## src/rtl/dtmt_pkg.sv

```systemverilog
`timescale 1ns / 1ps

package dtmt_pkg;

  // Grid geometry
  localparam int TILE_PIXELS = 16;
  localparam int GRID_COLS   = 16;
  localparam int GRID_ROWS   = 8;
  localparam int SPRITE_W    = 8;
  localparam int SPRITE_H    = 8;
  localparam int TILE_COUNT  = GRID_COLS * GRID_ROWS;

  // Field widths
  localparam int OP_W    = 3;
  localparam int COORD_W = 11;
  localparam int IDX_W   = 8;

  // Width for coordinate and index compares: holds 64 * 64 plus sign
  localparam int CMP_W = 16;

  typedef enum logic [OP_W-1:0] {
    OP_MOVE     = 3'd0,
    OP_MARK_ALL = 3'd1,
    OP_PLATFORM = 3'd2,
    OP_COIN     = 3'd3,
    OP_EXIT     = 3'd4,
    OP_LOAD     = 3'd5,
    OP_READ     = 3'd6
  } op_e;

  // Controller to datapath
  typedef struct packed {
    logic capture;  // latch the request fields
    logic calc;     // build the tile masks
    logic apply;    // update the flag arrays and load the result
  } ctrl_cmd_t;

endpackage

```

## src/rtl/dtmt_ctrl.sv

```systemverilog
`timescale 1ns / 1ps

module dtmt_ctrl (
  input  logic               clk_i,
  input  logic               rst_ni,
  input  logic               in_valid_i,
  output logic               in_stall_o,
  output logic               out_valid_o,
  input  logic               out_stall_i,
  output dtmt_pkg::ctrl_cmd_t cmd_o
);
  import dtmt_pkg::*;

  localparam logic [1:0] S_IDLE  = 2'd0;
  localparam logic [1:0] S_CALC  = 2'd1;
  localparam logic [1:0] S_APPLY = 2'd2;

  logic [1:0] state_q, state_d;
  logic       out_valid_q, out_valid_d;
  logic       slot_free;

  assign slot_free   = !out_valid_q || !out_stall_i;
  assign in_stall_o  = (state_q != S_IDLE);
  assign out_valid_o = out_valid_q;

  always_comb begin
    state_d       = state_q;
    out_valid_d   = out_valid_q;
    cmd_o         = '0;
    if (out_valid_q && !out_stall_i) begin
      out_valid_d = 1'b0;
    end
    case (state_q)
      S_IDLE: begin
        if (in_valid_i) begin
          cmd_o.capture = 1'b1;
          state_d       = S_CALC;
        end
      end
      S_CALC: begin
        cmd_o.calc = 1'b1;
        state_d    = S_APPLY;
      end
      S_APPLY: begin
        // hold until the previous result has been taken
        if (slot_free) begin
          cmd_o.apply = 1'b1;
          out_valid_d = 1'b1;
          state_d     = S_IDLE;
        end
      end
      default: begin
        state_d = S_IDLE;
      end
    endcase
  end

  always_ff @(posedge clk_i or negedge rst_ni) begin
    if (!rst_ni) begin
      state_q     <= S_IDLE;
      out_valid_q <= 1'b0;
    end else begin
      state_q     <= state_d;
      out_valid_q <= out_valid_d;
    end
  end

endmodule

```

## src/rtl/dtmt_datapath.sv

```systemverilog
`timescale 1ns / 1ps

module dtmt_datapath (
  input  logic                               clk_i,
  input  logic                               rst_ni,
  input  dtmt_pkg::ctrl_cmd_t                cmd_i,
  input  logic [dtmt_pkg::OP_W-1:0]          op_i,
  input  logic signed [dtmt_pkg::COORD_W-1:0] prev_x_i,
  input  logic signed [dtmt_pkg::COORD_W-1:0] prev_y_i,
  input  logic signed [dtmt_pkg::COORD_W-1:0] cur_x_i,
  input  logic signed [dtmt_pkg::COORD_W-1:0] cur_y_i,
  input  logic [dtmt_pkg::IDX_W-1:0]         tile_index_i,
  input  logic                               flag_value_i,
  output logic                               dirty_bit_o,
  output logic                               index_ok_o
);
  import dtmt_pkg::*;

  // Request fields
  logic [OP_W-1:0]          op_q;
  logic signed [CMP_W-1:0]  px_q, py_q, cx_q, cy_q;
  logic [IDX_W-1:0]         idx_q;
  logic                     flag_q;

  // Masks built in the calc step
  logic [TILE_COUNT-1:0] mark_q, mark_d;
  logic [TILE_COUNT-1:0] hit_q, hit_d;
  logic                  ok_q, ok_d;

  // Flag arrays and result
  logic [TILE_COUNT-1:0] dirty_q, exit_q;
  logic                  dirty_bit_q, index_ok_q;

  logic signed [CMP_W-1:0] pxe, pye, cxe, cye;
  logic [CMP_W-1:0]        idx_w;
  logic [GRID_COLS-1:0]    col_prev, col_cur;
  logic [GRID_ROWS-1:0]    row_prev, row_cur;
  logic [TILE_COUNT-1:0]   foot, plat;

  assign pxe   = px_q + CMP_W'(SPRITE_W - 1);
  assign pye   = py_q + CMP_W'(SPRITE_H - 1);
  assign cxe   = cx_q + CMP_W'(SPRITE_W - 1);
  assign cye   = cy_q + CMP_W'(SPRITE_H - 1);
  assign idx_w = CMP_W'(idx_q);

  // A column lies inside the clamped span when it is not left of the
  // start tile and not right of the end tile; the edge columns absorb
  // everything clamped onto them.
  for (genvar c = 0; c < GRID_COLS; c++) begin : g_col
    localparam logic signed [CMP_W-1:0] LO = CMP_W'(c * TILE_PIXELS);
    localparam logic signed [CMP_W-1:0] HI = CMP_W'((c + 1) * TILE_PIXELS);
    assign col_prev[c] = ((c == GRID_COLS - 1) || (px_q < HI)) && ((c == 0) || (pxe >= LO));
    assign col_cur[c]  = ((c == GRID_COLS - 1) || (cx_q < HI)) && ((c == 0) || (cxe >= LO));
  end

  for (genvar r = 0; r < GRID_ROWS; r++) begin : g_row
    localparam logic signed [CMP_W-1:0] LO = CMP_W'(r * TILE_PIXELS);
    localparam logic signed [CMP_W-1:0] HI = CMP_W'((r + 1) * TILE_PIXELS);
    assign row_prev[r] = ((r == GRID_ROWS - 1) || (py_q < HI)) && ((r == 0) || (pye >= LO));
    assign row_cur[r]  = ((r == GRID_ROWS - 1) || (cy_q < HI)) && ((r == 0) || (cye >= LO));
  end

  for (genvar i = 0; i < TILE_COUNT; i++) begin : g_tile
    localparam int C = i % GRID_COLS;
    localparam int R = i / GRID_COLS;
    logic left_nb, right_nb;
    assign hit_d[i] = (idx_w == CMP_W'(i));
    assign foot[i]  = (col_prev[C] && row_prev[R]) || (col_cur[C] && row_cur[R]);
    // neighbors only within the same row
    if (C > 0) begin : g_l
      assign left_nb = (idx_w == CMP_W'(i - 1));
    end else begin : g_nl
      assign left_nb = 1'b0;
    end
    if (C < GRID_COLS - 1) begin : g_r
      assign right_nb = (idx_w == CMP_W'(i + 1));
    end else begin : g_nr
      assign right_nb = 1'b0;
    end
    assign plat[i] = hit_d[i] || left_nb || right_nb;
  end

  always_comb begin
    logic in_range;
    in_range = (idx_w < CMP_W'(TILE_COUNT));
    mark_d   = '0;
    ok_d     = 1'b1;
    case (op_q)
      OP_MOVE:     mark_d = foot;
      OP_MARK_ALL: mark_d = '1;
      OP_PLATFORM: mark_d = plat;
      OP_COIN:     mark_d = hit_d;
      OP_EXIT:     mark_d = exit_q;
      default:     mark_d = '0;
    endcase
    if (op_q inside {OP_PLATFORM, OP_COIN, OP_LOAD, OP_READ}) begin
      ok_d = in_range;
    end
  end

  always_ff @(posedge clk_i) begin
    if (cmd_i.capture) begin
      op_q   <= op_i;
      px_q   <= CMP_W'(prev_x_i);
      py_q   <= CMP_W'(prev_y_i);
      cx_q   <= CMP_W'(cur_x_i);
      cy_q   <= CMP_W'(cur_y_i);
      idx_q  <= tile_index_i;
      flag_q <= flag_value_i;
    end
    if (cmd_i.calc) begin
      mark_q <= mark_d;
      hit_q  <= hit_d;
      ok_q   <= ok_d;
    end
    if (cmd_i.apply) begin
      dirty_bit_q <= (op_q == OP_READ) && |(dirty_q & hit_q);
      index_ok_q  <= ok_q;
    end
  end

  always_ff @(posedge clk_i or negedge rst_ni) begin
    if (!rst_ni) begin
      dirty_q <= '0;
      exit_q  <= '0;
    end else if (cmd_i.apply) begin
      case (op_q)
        OP_MOVE:     dirty_q <= mark_q;
        OP_MARK_ALL,
        OP_PLATFORM,
        OP_COIN,
        OP_EXIT:     dirty_q <= dirty_q | mark_q;
        OP_LOAD:     exit_q  <= (exit_q & ~hit_q) | (hit_q & {TILE_COUNT{flag_q}});
        default:     dirty_q <= dirty_q;
      endcase
    end
  end

  assign dirty_bit_o = dirty_bit_q;
  assign index_ok_o  = index_ok_q;

endmodule

```

## src/rtl/dirty_tile_map_tracker_top.sv

```systemverilog
`timescale 1ns / 1ps
// Dirty tile map tracker: one dirty bit and one exit flag per tile of the
// tile grid, both held in flip-flops.
// Request channel: in_valid_i / in_stall_o plus the op and operand fields.
//   A request is taken at a rising edge with in_valid_i high and in_stall_o
//   low. Each request carries one operation (move, mark all, platform, coin,
//   exit, load exit flag, read).
// Result channel: out_valid_o / out_stall_i with dirty_bit_o and index_ok_o.
//   Every request produces exactly one result, in request order.
// Sequencing: each request passes through the three-step controller sequence
//   (capture, mask build, array update); the result is registered at the end
//   of the update step. A new request is taken only once the controller is
//   back in idle, after the previous request has finished its update step.
// Stall: a result waits in the output register while out_stall_i is high;
//   the next request is still taken and brought up to its update step, where
//   it holds until the waiting result has been taken.
// Reset (rst_ni low, asynchronous): both flag arrays clear to zero, the
//   controller returns to idle and no result is pending.
module dirty_tile_map_tracker_top (
  input  logic                               clk_i,
  input  logic                               rst_ni,
  input  logic                               in_valid_i,
  output logic                               in_stall_o,
  input  logic [dtmt_pkg::OP_W-1:0]          op_i,
  input  logic signed [dtmt_pkg::COORD_W-1:0] prev_x_i,
  input  logic signed [dtmt_pkg::COORD_W-1:0] prev_y_i,
  input  logic signed [dtmt_pkg::COORD_W-1:0] cur_x_i,
  input  logic signed [dtmt_pkg::COORD_W-1:0] cur_y_i,
  input  logic [dtmt_pkg::IDX_W-1:0]         tile_index_i,
  input  logic                               flag_value_i,
  output logic                               out_valid_o,
  input  logic                               out_stall_i,
  output logic                               dirty_bit_o,
  output logic                               index_ok_o
);
  import dtmt_pkg::*;

  ctrl_cmd_t cmd;

  // Sequence capture, mask build and update; own the result valid
  dtmt_ctrl u_ctrl (
    .clk_i       (clk_i),
    .rst_ni      (rst_ni),
    .in_valid_i  (in_valid_i),
    .in_stall_o  (in_stall_o),
    .out_valid_o (out_valid_o),
    .out_stall_i (out_stall_i),
    .cmd_o       (cmd)
  );

  // Tile masks, flag arrays and result payload
  dtmt_datapath u_dp (
    .clk_i        (clk_i),
    .rst_ni       (rst_ni),
    .cmd_i        (cmd),
    .op_i         (op_i),
    .prev_x_i     (prev_x_i),
    .prev_y_i     (prev_y_i),
    .cur_x_i      (cur_x_i),
    .cur_y_i      (cur_y_i),
    .tile_index_i (tile_index_i),
    .flag_value_i (flag_value_i),
    .dirty_bit_o  (dirty_bit_o),
    .index_ok_o   (index_ok_o)
  );

endmodule
```

## config.mk

```make
export PLATFORM = sky130hd
export DESIGN_NAME = dirty_tile_map_tracker_top
export DESIGN_NICKNAME = d
export VERILOG_FILES = /design/src/rtl/dtmt_pkg.sv /design/src/rtl/dtmt_ctrl.sv /design/src/rtl/dtmt_datapath.sv /design/src/rtl/dirty_tile_map_tracker_top.sv
export SDC_FILE = /design/constraint.sdc
export NUM_CORES = 1
export LEC_CHECK = 0
export ABC_AREA = 1
export BUFFER_PORTS_ARGS = -buffer_cell sky130_fd_sc_hd__buf_2
export CORE_AREA = 5 5 286 357
export DETAILED_ROUTE_END_ITERATION = 8
export DIE_AREA = 0 0 291 362
export PLACE_DENSITY_LB_ADDON = 0.1
export SETUP_SLACK_MARGIN = 0.3
export SYNTH_ARGS = -nofsm -noshare
export SYNTH_HDL_FRONTEND = slang
export SYNTH_SLANG_ARGS = --single-unit
export TNS_END_PERCENT = 10
```

## constraint.sdc

```tcl
create_clock -name clk_i -period 11.5 [get_ports clk_i]
set_input_delay 1.725 -clock clk_i [delete_from_list [all_inputs] [get_ports clk_i]]
set_output_delay 1.725 -clock clk_i [all_outputs]
set_load 0.01 [all_outputs]
```

==> results of run 1 <==
-- power groups by stage --
stage	Sequential (W)	Clock [W]	Combinational, W
5_1_grt	0.00325	0.00239	0.00180
3_3_place_gp	0.00324	0	0.00161
4_1_cts	0.00319	0.00231	0.00164
2_1_floorplan	0.00315	0	0.00105
6_report	0.00319	0.00226	0.00162
3_5_place_dp	0.00321	0	0.00163
-- kinds of logic (layout without fill, tap and decap cells) --
group	after synthesis	count (layout)
AOI/OAI and AO/OA	650	650
buffers and inverters	637	713
DFF	574	574
other	0	1
and+or+nand+nor	1620	1620
-- worst max-delay path by stage --
stage	endpoint	startpoint	slack (ps)
floorplan	u_ctrl.state_q[1]$_DFFE_PN0P_	u_ctrl.state_q[1]$_DFFE_PN0P_	3870
global placement	flop	out_stall_i	7070
detailed placement	flop	out_stall_i	6980
CTS	u_dp.mark_q[126]$_DFFE_PN_	u_dp.op_q[0]$_DFFE_PP_	7590
global route	u_dp.mark_q[126]$_DFFE_PN_	u_dp.op_q[0]$_DFFE_PP_	7180
finish	u_dp.mark_q[126]$_DFFE_PN_	u_dp.op_q[0]$_DFFE_PP_	7530
-- cell usage after synthesis, types with 10 or more instances --
cell       number  share of area
nor2_1        218          0.028
clkbuf_1       90          0.012
nand4_1        18         0.0039
nor3_1         53         0.0091
buf_2          42         0.0072
a21oi_1        59          0.010
nand2_4        10         0.0039
a221oi_1       71          0.021
dfrtp_1       259           0.22
a31oi_1        20         0.0043
buf_4          13         0.0033
o211ai_1       15         0.0039
nand2_1      1176           0.15
edfxtp_1      315           0.32
a2111oi_0      23         0.0069
inv_1         473          0.061
nand3_1        82          0.014
o22ai_1       130          0.028
nand2_2        16         0.0034
a211oi_1       10         0.0026
inv_2          12         0.0015
o21ai_1        24         0.0041
nor2_2         13         0.0028
nor2_4         22         0.0085
a22o_1         16         0.0048
o21ai_0       264          0.045
-- layer usage --
metal,share of wire,vias to the layer above
li1,-,11500
met1,0.41,12000
met2,0.49,760
met3,0.055,210
met4,0.041,0
met5,0,-
-- metrics by stage --
stage | total power, W | area [sq um] | hold slack, ps
2_1_floorplan | 0.00420 | 29200 | 400
3_3_place_gp | 0.00484 | 30800 | 408
3_5_place_dp | 0.00485 | 30800 | 425
4_1_cts | 0.00713 | 33100 | 447
5_1_grt | 0.00744 | 33100 | 451
6_report | 0.00707 | 33100 | 447
-- cell type report --
| type | count | area (sq um) |
|---|---|---|
| fill | 10400 | 65400 |
| sequential | 574 | 15900 |
| multi-input combinational | 2270 | 10800 |
| clock buffer | 96 | 1940 |
| inverter | 486 | 1840 |
| tap | 1310 | 1640 |
| timing repair buffer | 104 | 633 |
| clock inverter | 27 | 295 |
| antenna | 1 | 2.50 |
-- worst max-delay path, delay by kind of cell (launching register included) --
kind | cells | cell delay (ps)
buf+inv | 5 | 2340
compound gates | 2 | 540
flops | 1 | 400
simple gates | 3 | 260
==> key figures, run 1 <==
Power and ir drop
  • Maximum VDD drop: 0.122 mV
  • Reg power frac: 0.451
  • P_int: 0.00464 W
  • Sw frac: 0.344
  • PD cells: 214 nW/um^2
  • Static Leak: 14.8 nW
  • Sw Pwr: 0.00243 W
  • Gate power share: 0.230
  • Clock power share: 0.319

Placed design
  • DP Wirelength: 73,600 um
  • Cells after DPL: 4,744
  • DP Worst Slack: 6980 ps
  • Port Buffers: 63
  • GP Congestion: 0.847

Die
  • Die area: 105,000 sq um
  • Initial Util: 0.297
  • Core Rows: 129
  • I/O Pins: 64
  • Chip height: 362 um
  • Die width: 291 um
  • Core ar.: 98,500 sq um

Clock network
  • Hold Buf Count CTS: 0
  • H-tree Lvls: 3
  • # clock sinks: 574
  • Resize count post-CTS: 0
  • CTS max path bufs: 3
  • Worst-Skew Late Latency: 640 ps
  • Post-CTS setup buffers: 0
  • CTS Buf Count: 68
  • Root Driver: clkbuf_16
  • Clock transition at path regs: 70 ps
  • CTS tree: done

GRT
  • GR Layer Usage met1: 0.270
  • First-pass GRT wire length: 171,000 um
  • Vias in the first global route: 24,700
  • Gr busiest metal: met2
  • Antenna violations before repair: 2
  • Met2 Usage GRT: 0.380
  • Largest net degree at the start of global routing: 96
  • Gr usage total: 0.217
  • Met3 usage: 0.0324
  • Grt ovf: 0

Critical path
  • Crit-path cells: inv_2, nor2_1, inv_2, nor2_4, buf_4, inv_2, buf_4, o21ai_0, a2111oi_0, nand2_1
  • FF-to-FF Start: u_dp.op_q[0]$_DFFE_PP_
  • CP most frequent cell: inv_2
  • R2R cell count: 10
  • WP data required: 11,870 ps
  • Internal reg-to-reg setup slack: 7530 ps
  • Max FO, Critical Path: 40
  • CP Capture Type: flop
  • Crit Path Category: reg2reg
  • Critical-path top delay cell: inv_2
  • Worst Setup Start Kind: flop
  • Largest stage delay on the critical path: 770 ps
  • WP data arrival: 4340 ps
  • R2R Path End: u_dp.mark_q[126]$_DFFE_PN_

Timing
  • Period utilization: 0.345
  • Worst relative slew slack: 0.143
  • Worst slew pin tran: 1280 ps
  • Final hold violation count: 0
  • Final setup margin: 7530 ps
  • Max-slew violations: 0
  • TNS Setup: 0 ps
  • Tmin final: 3970 ps
  • Worst Skew: 35.5 ps
  • Final setup viols: 0
  • RSZ-0062 raised after global routing: no
  • Fmax: 0.252 GHz

Synthesis
  • Main synth FF type: edfxtp_1
  • Ys async rst share: 0.451
  • Syn_area_per_cell: 8.39 sq um
  • Mux cell area share after synthesis: 0
  • Synth Area in Simple Gates: 0.230
  • Yosys cell types: 49
  • Adder-Cell Fraction of Synth Area: 0
  • Mapped Nets: 3,541
  • Mapped Area: 29,200 sq um
  • Synth Area in Compound Gates: 0.138
  • XOR/XNOR Fraction of Synth Area: 0
  • #FFs+latches synth: 574
  • EDFF count, synth: 315
  • Main combinational cell family by area after synthesis: simple AND/OR/NAND/NOR gates
  • Synth warn: 0
  • Syn Inst Count: 3,481
  • Post-synthesis sequential area ratio: 0.546

Route
  • Via count: 24,500
  • Starting DRT DRC Count: 1,846
  • 1st-pass router iterations: 8
  • Routed len/inst: 24.0 um
  • Post-DRT Antenna Nets: 0
  • Vias per inst: 5.04
  • DRC errors left: 0
  • Final WL: 117,000 um

Min path
  • Hold worst-path end: u_dp.index_ok_o$_DFFE_PP_
  • Hold depth: 0
  • Worst min path class: reg2reg
  • Hold Startpoint: u_dp.ok_q$_SDFFCE_PN1N_

Status
  • Outcome: finished, final reports clean

Finish
  • # nets final: 3,564
  • Commonest non-fill, non-tap cells in the layout: nand2_1, inv_1, edfxtp_1, o21ai_0, dfrtp_1
  • Share of cells above drive strength 1: 0.0857
  • Final cell count without fillers: 4,868
  • Util after Layout: 0.336
  • Most common cell after layout, fill and taps aside: nand2_1
  • Area growth from synthesis to layout: 13.3%

Flow run
  • Max cap viols: 0
Note: power is estimated with default switching activity, not from simulation.
==> run 2: changes to the inputs <==
==> constraint.sdc (replaced) <==
create_clock -name clk_i -period 4 [get_ports clk_i]
set_input_delay 0.6 -clock clk_i [delete_from_list [all_inputs] [get_ports clk_i]]
set_output_delay 0.6 -clock clk_i [all_outputs]
set_load 0.01 [all_outputs]
==> run 2 against run 1 <==
Sequential power grew to 2.9 times the previous value; sequential share of layout area fell by 0.63 points; clock power grew to 2.8 times the previous value; core utilization grew 0.45 points; non-clock buffer count grew 41; first-iteration DRC count increased by 18%; critical path depth shrank 4; power grew to 2.9 times the previous value; worst setup slack lost 6500 ps; worst hold slack worse by 320 ps; critical path type unchanged; critical endpoint is now u_dp.mark_q[103]$_DFFE_PN_; largest power group unchanged; highest routed layer unchanged.
==> key figures, run 2 (same netlist as run 1, synthesis figures left out) <==
Status
  • Outcome: finished, final reports clean (unchanged)

Timing
  • Final hold violation count: 0 (unchanged)
  • RSZ-0062 raised after global routing: no (unchanged)
  • Worst relative slew slack: 0.134 (was 0.143)
  • Period utilization: 0.750 (was 0.345)
  • Final setup margin: 1000 ps (was 7530 ps)
  • TNS Setup: 0 ps (unchanged)
  • Worst slew pin tran: 1300 ps (was 1280 ps)
  • Final setup viols: 0 (unchanged)
  • Fmax: 0.334 GHz (was 0.252 GHz)
  • Tmin final: 3000 ps (was 3970 ps)
  • Worst Skew: 33.5 ps (was 35.5 ps)
  • Max-slew violations: 0 (unchanged)

Route
  • Vias per inst: 5.06 (was 5.04)
  • Via count: 24,800 (was 24,500)
  • Routed len/inst: 24.2 um (was 24.0 um)
  • DRC errors left: 0 (unchanged)
  • 1st-pass router iterations: 5 (was 8)
  • Starting DRT DRC Count: 2,186 (was 1,846)
  • Final WL: 119,000 um (was 117,000 um)
  • Post-DRT Antenna Nets: 0 (unchanged)

Die
  • Core Rows: 129 (unchanged)
  • Die area: 105,000 sq um (unchanged)
  • Core ar.: 98,500 sq um (unchanged)
  • Initial Util: 0.297 (unchanged)
  • Die width: 291 um (unchanged)
  • I/O Pins: 64 (unchanged)
  • Chip height: 362 um (unchanged)

Finish
  • Most common cell after layout, fill and taps aside: nand2_1 (unchanged)
  • Commonest non-fill, non-tap cells in the layout: nand2_1, inv_1, edfxtp_1, o21ai_0, dfrtp_1 (unchanged)
  • Diodes inserted: 0 (was 1)
  • Area growth from synthesis to layout: 14.8% (was 13.3%)
  • # nets final: 3,604 (was 3,564)
  • Share of cells above drive strength 1: 0.0956 (was 0.0857)

Placed design
  • DP Wirelength: 75,800 um (was 73,600 um)
  • GP Congestion: 0.877 (was 0.847)
  • Port Buffers: 63 (unchanged)
  • DP Worst Slack: 1060 ps (was 6980 ps)

Critical path
  • Max FO, Critical Path: 15 (was 40)
  • WP data arrival: 3360 ps (was 4340 ps)
  • CP Capture Type: flop (unchanged)
  • WP data required: 4360 ps (was 11,870 ps)
  • Largest stage delay on the critical path: 920 ps (was 770 ps)
  • Worst Setup Start Kind: flop (unchanged)
  • CP most frequent cell: nand2_1 (was inv_2)
  • Crit Path Category: reg2reg (unchanged)
  • Critical-path top delay cell: inv_1 (was inv_2)
  • Internal reg-to-reg setup slack: 1000 ps (was 7530 ps)
  • Crit-path cells: nand3_4, nand2_1, inv_1, nor2_1, a2111oi_0, nand2_1 (was inv_2, nor2_1, inv_2, nor2_4, buf_4, inv_2, buf_4, o21ai_0, a2111oi_0, nand2_1)

Clock network
  • H-tree Lvls: 3 (unchanged)
  • Hold Buf Count CTS: 1 (was 0)
  • Worst-Skew Late Latency: 650 ps (was 640 ps)
  • CTS tree: done (unchanged)
  • CTS max path bufs: 3 (unchanged)
  • Clock transition at path regs: 60 ps (was 70 ps)
  • Post-CTS setup buffers: 0 (unchanged)
  • Root Driver: clkbuf_16 (unchanged)
  • Resize count post-CTS: 0 (unchanged)
  • # clock sinks: 574 (unchanged)
  • CTS Buf Count: 67 (was 68)

Power and ir drop
  • PD cells: 605 nW/um^2 (was 214 nW/um^2)
  • Maximum VDD drop: 0.330 mV (was 0.122 mV)
  • Static Leak: 15.1 nW (was 14.8 nW)

Min path
  • Worst min path class: in2reg (was reg2reg)

GRT
  • Vias in the first global route: 24,700 (about the same)
  • Grt ovf: 0 (unchanged)
  • Gr usage total: 0.219 (was 0.217)
  • Largest net degree at the start of global routing: 129 (was 96)
  • Antenna violations before repair: 0 (was 2)
  • First-pass GRT wire length: 172,000 um (was 171,000 um)

Flow run
  • Max cap viols: 0 (unchanged)
-- run 2: cell types whose count changed in the layout (fill, tap and decap cells not counted), moves of 2 or more --
cell / change
buf_4: +25
clkinvlp_4: -3
inv_4: -2
buf_12: +15
clkinv_1: +2
inv_2: +2
bufinv_16: -3
inv_6: +3
clkinv_2: -3
clkbuf_16: -2
clkbuf_8: +6
-- run 2: path summary, 6_finish.rpt --
| path | from | end | cells past startpoint |
|---|---|---|---|
| hold reg to reg | u_dp.ok_q$_SDFFCE_PN1N_ | u_dp.index_ok_o$_DFFE_PP_ | 0 |
| max in group asynchronous | rst_ni | asynchronous set/reset pin | 3 |
| min in group asynchronous | rst_ni | asynchronous set/reset pin | 2 |
| hold / removal | tile_index_i[2] | u_dp.idx_q[2]$_DFFE_PP_ | 1 |
| setup / recovery | u_dp.op_q[1]$_DFFE_PP_ | u_dp.mark_q[103]$_DFFE_PN_ | 6 |
| setup reg to reg | u_dp.op_q[1]$_DFFE_PP_ | u_dp.mark_q[103]$_DFFE_PN_ | 6 |
-- run 2: routing by layer --
layer	up-vias	routed length, um	track usage
li1	11600	-	-
met1	12100	50500	0.283
met2	857	56200	0.371
met3	213	6590	0.0284
met4	0	5660	0.0969
met5	-	0	0
-- run 2: power by group --
part / total [W] / internal [W] / switching, W
Clock: 0.00629 / 0.00362 / 0.00267
Combinational: 0.00481 / 0.00145 / 0.00336
Sequential: 0.00919 / 0.00820 / 0.000987
Total: 0.0203 / 0.0133 / 0.00702
-- run 2: cell type report --
class                      count  area [sq um]
clock buffer                  99          1970
multi-input combinational   2270         10800
tap                         1310          1640
timing repair buffer         145          1130
clock inverter                24           214
sequential                   574         15900
fill                       10400         64900
inverter                     486          1830
-- run 2: critical path: cells and delay by family, from the launching register on --
family	cells	cell delay (ps)
compound gates	1	670
buf+inv	1	920
flops	1	560
simple gates	4	550
-- run 2: stage by stage --
| stage | power (W) | utilization | cells | area [sq um] | hold WS (ps) |
|---|---|---|---|---|---|
| floorplan | 0.0120 | - | 3481 | 29200 | 304 |
| global route | 0.0213 | 0.341 | 4908 | 33500 | 116 |
| finish | 0.0203 | 0.341 | 4908 | 33500 | 131 |
| global placement | 0.0141 | 0.318 | 4784 | 31300 | 403 |
| CTS | 0.0204 | 0.341 | 4908 | 33500 | 98.6 |
| detailed placement | 0.0141 | 0.318 | 4784 | 31300 | 407 |
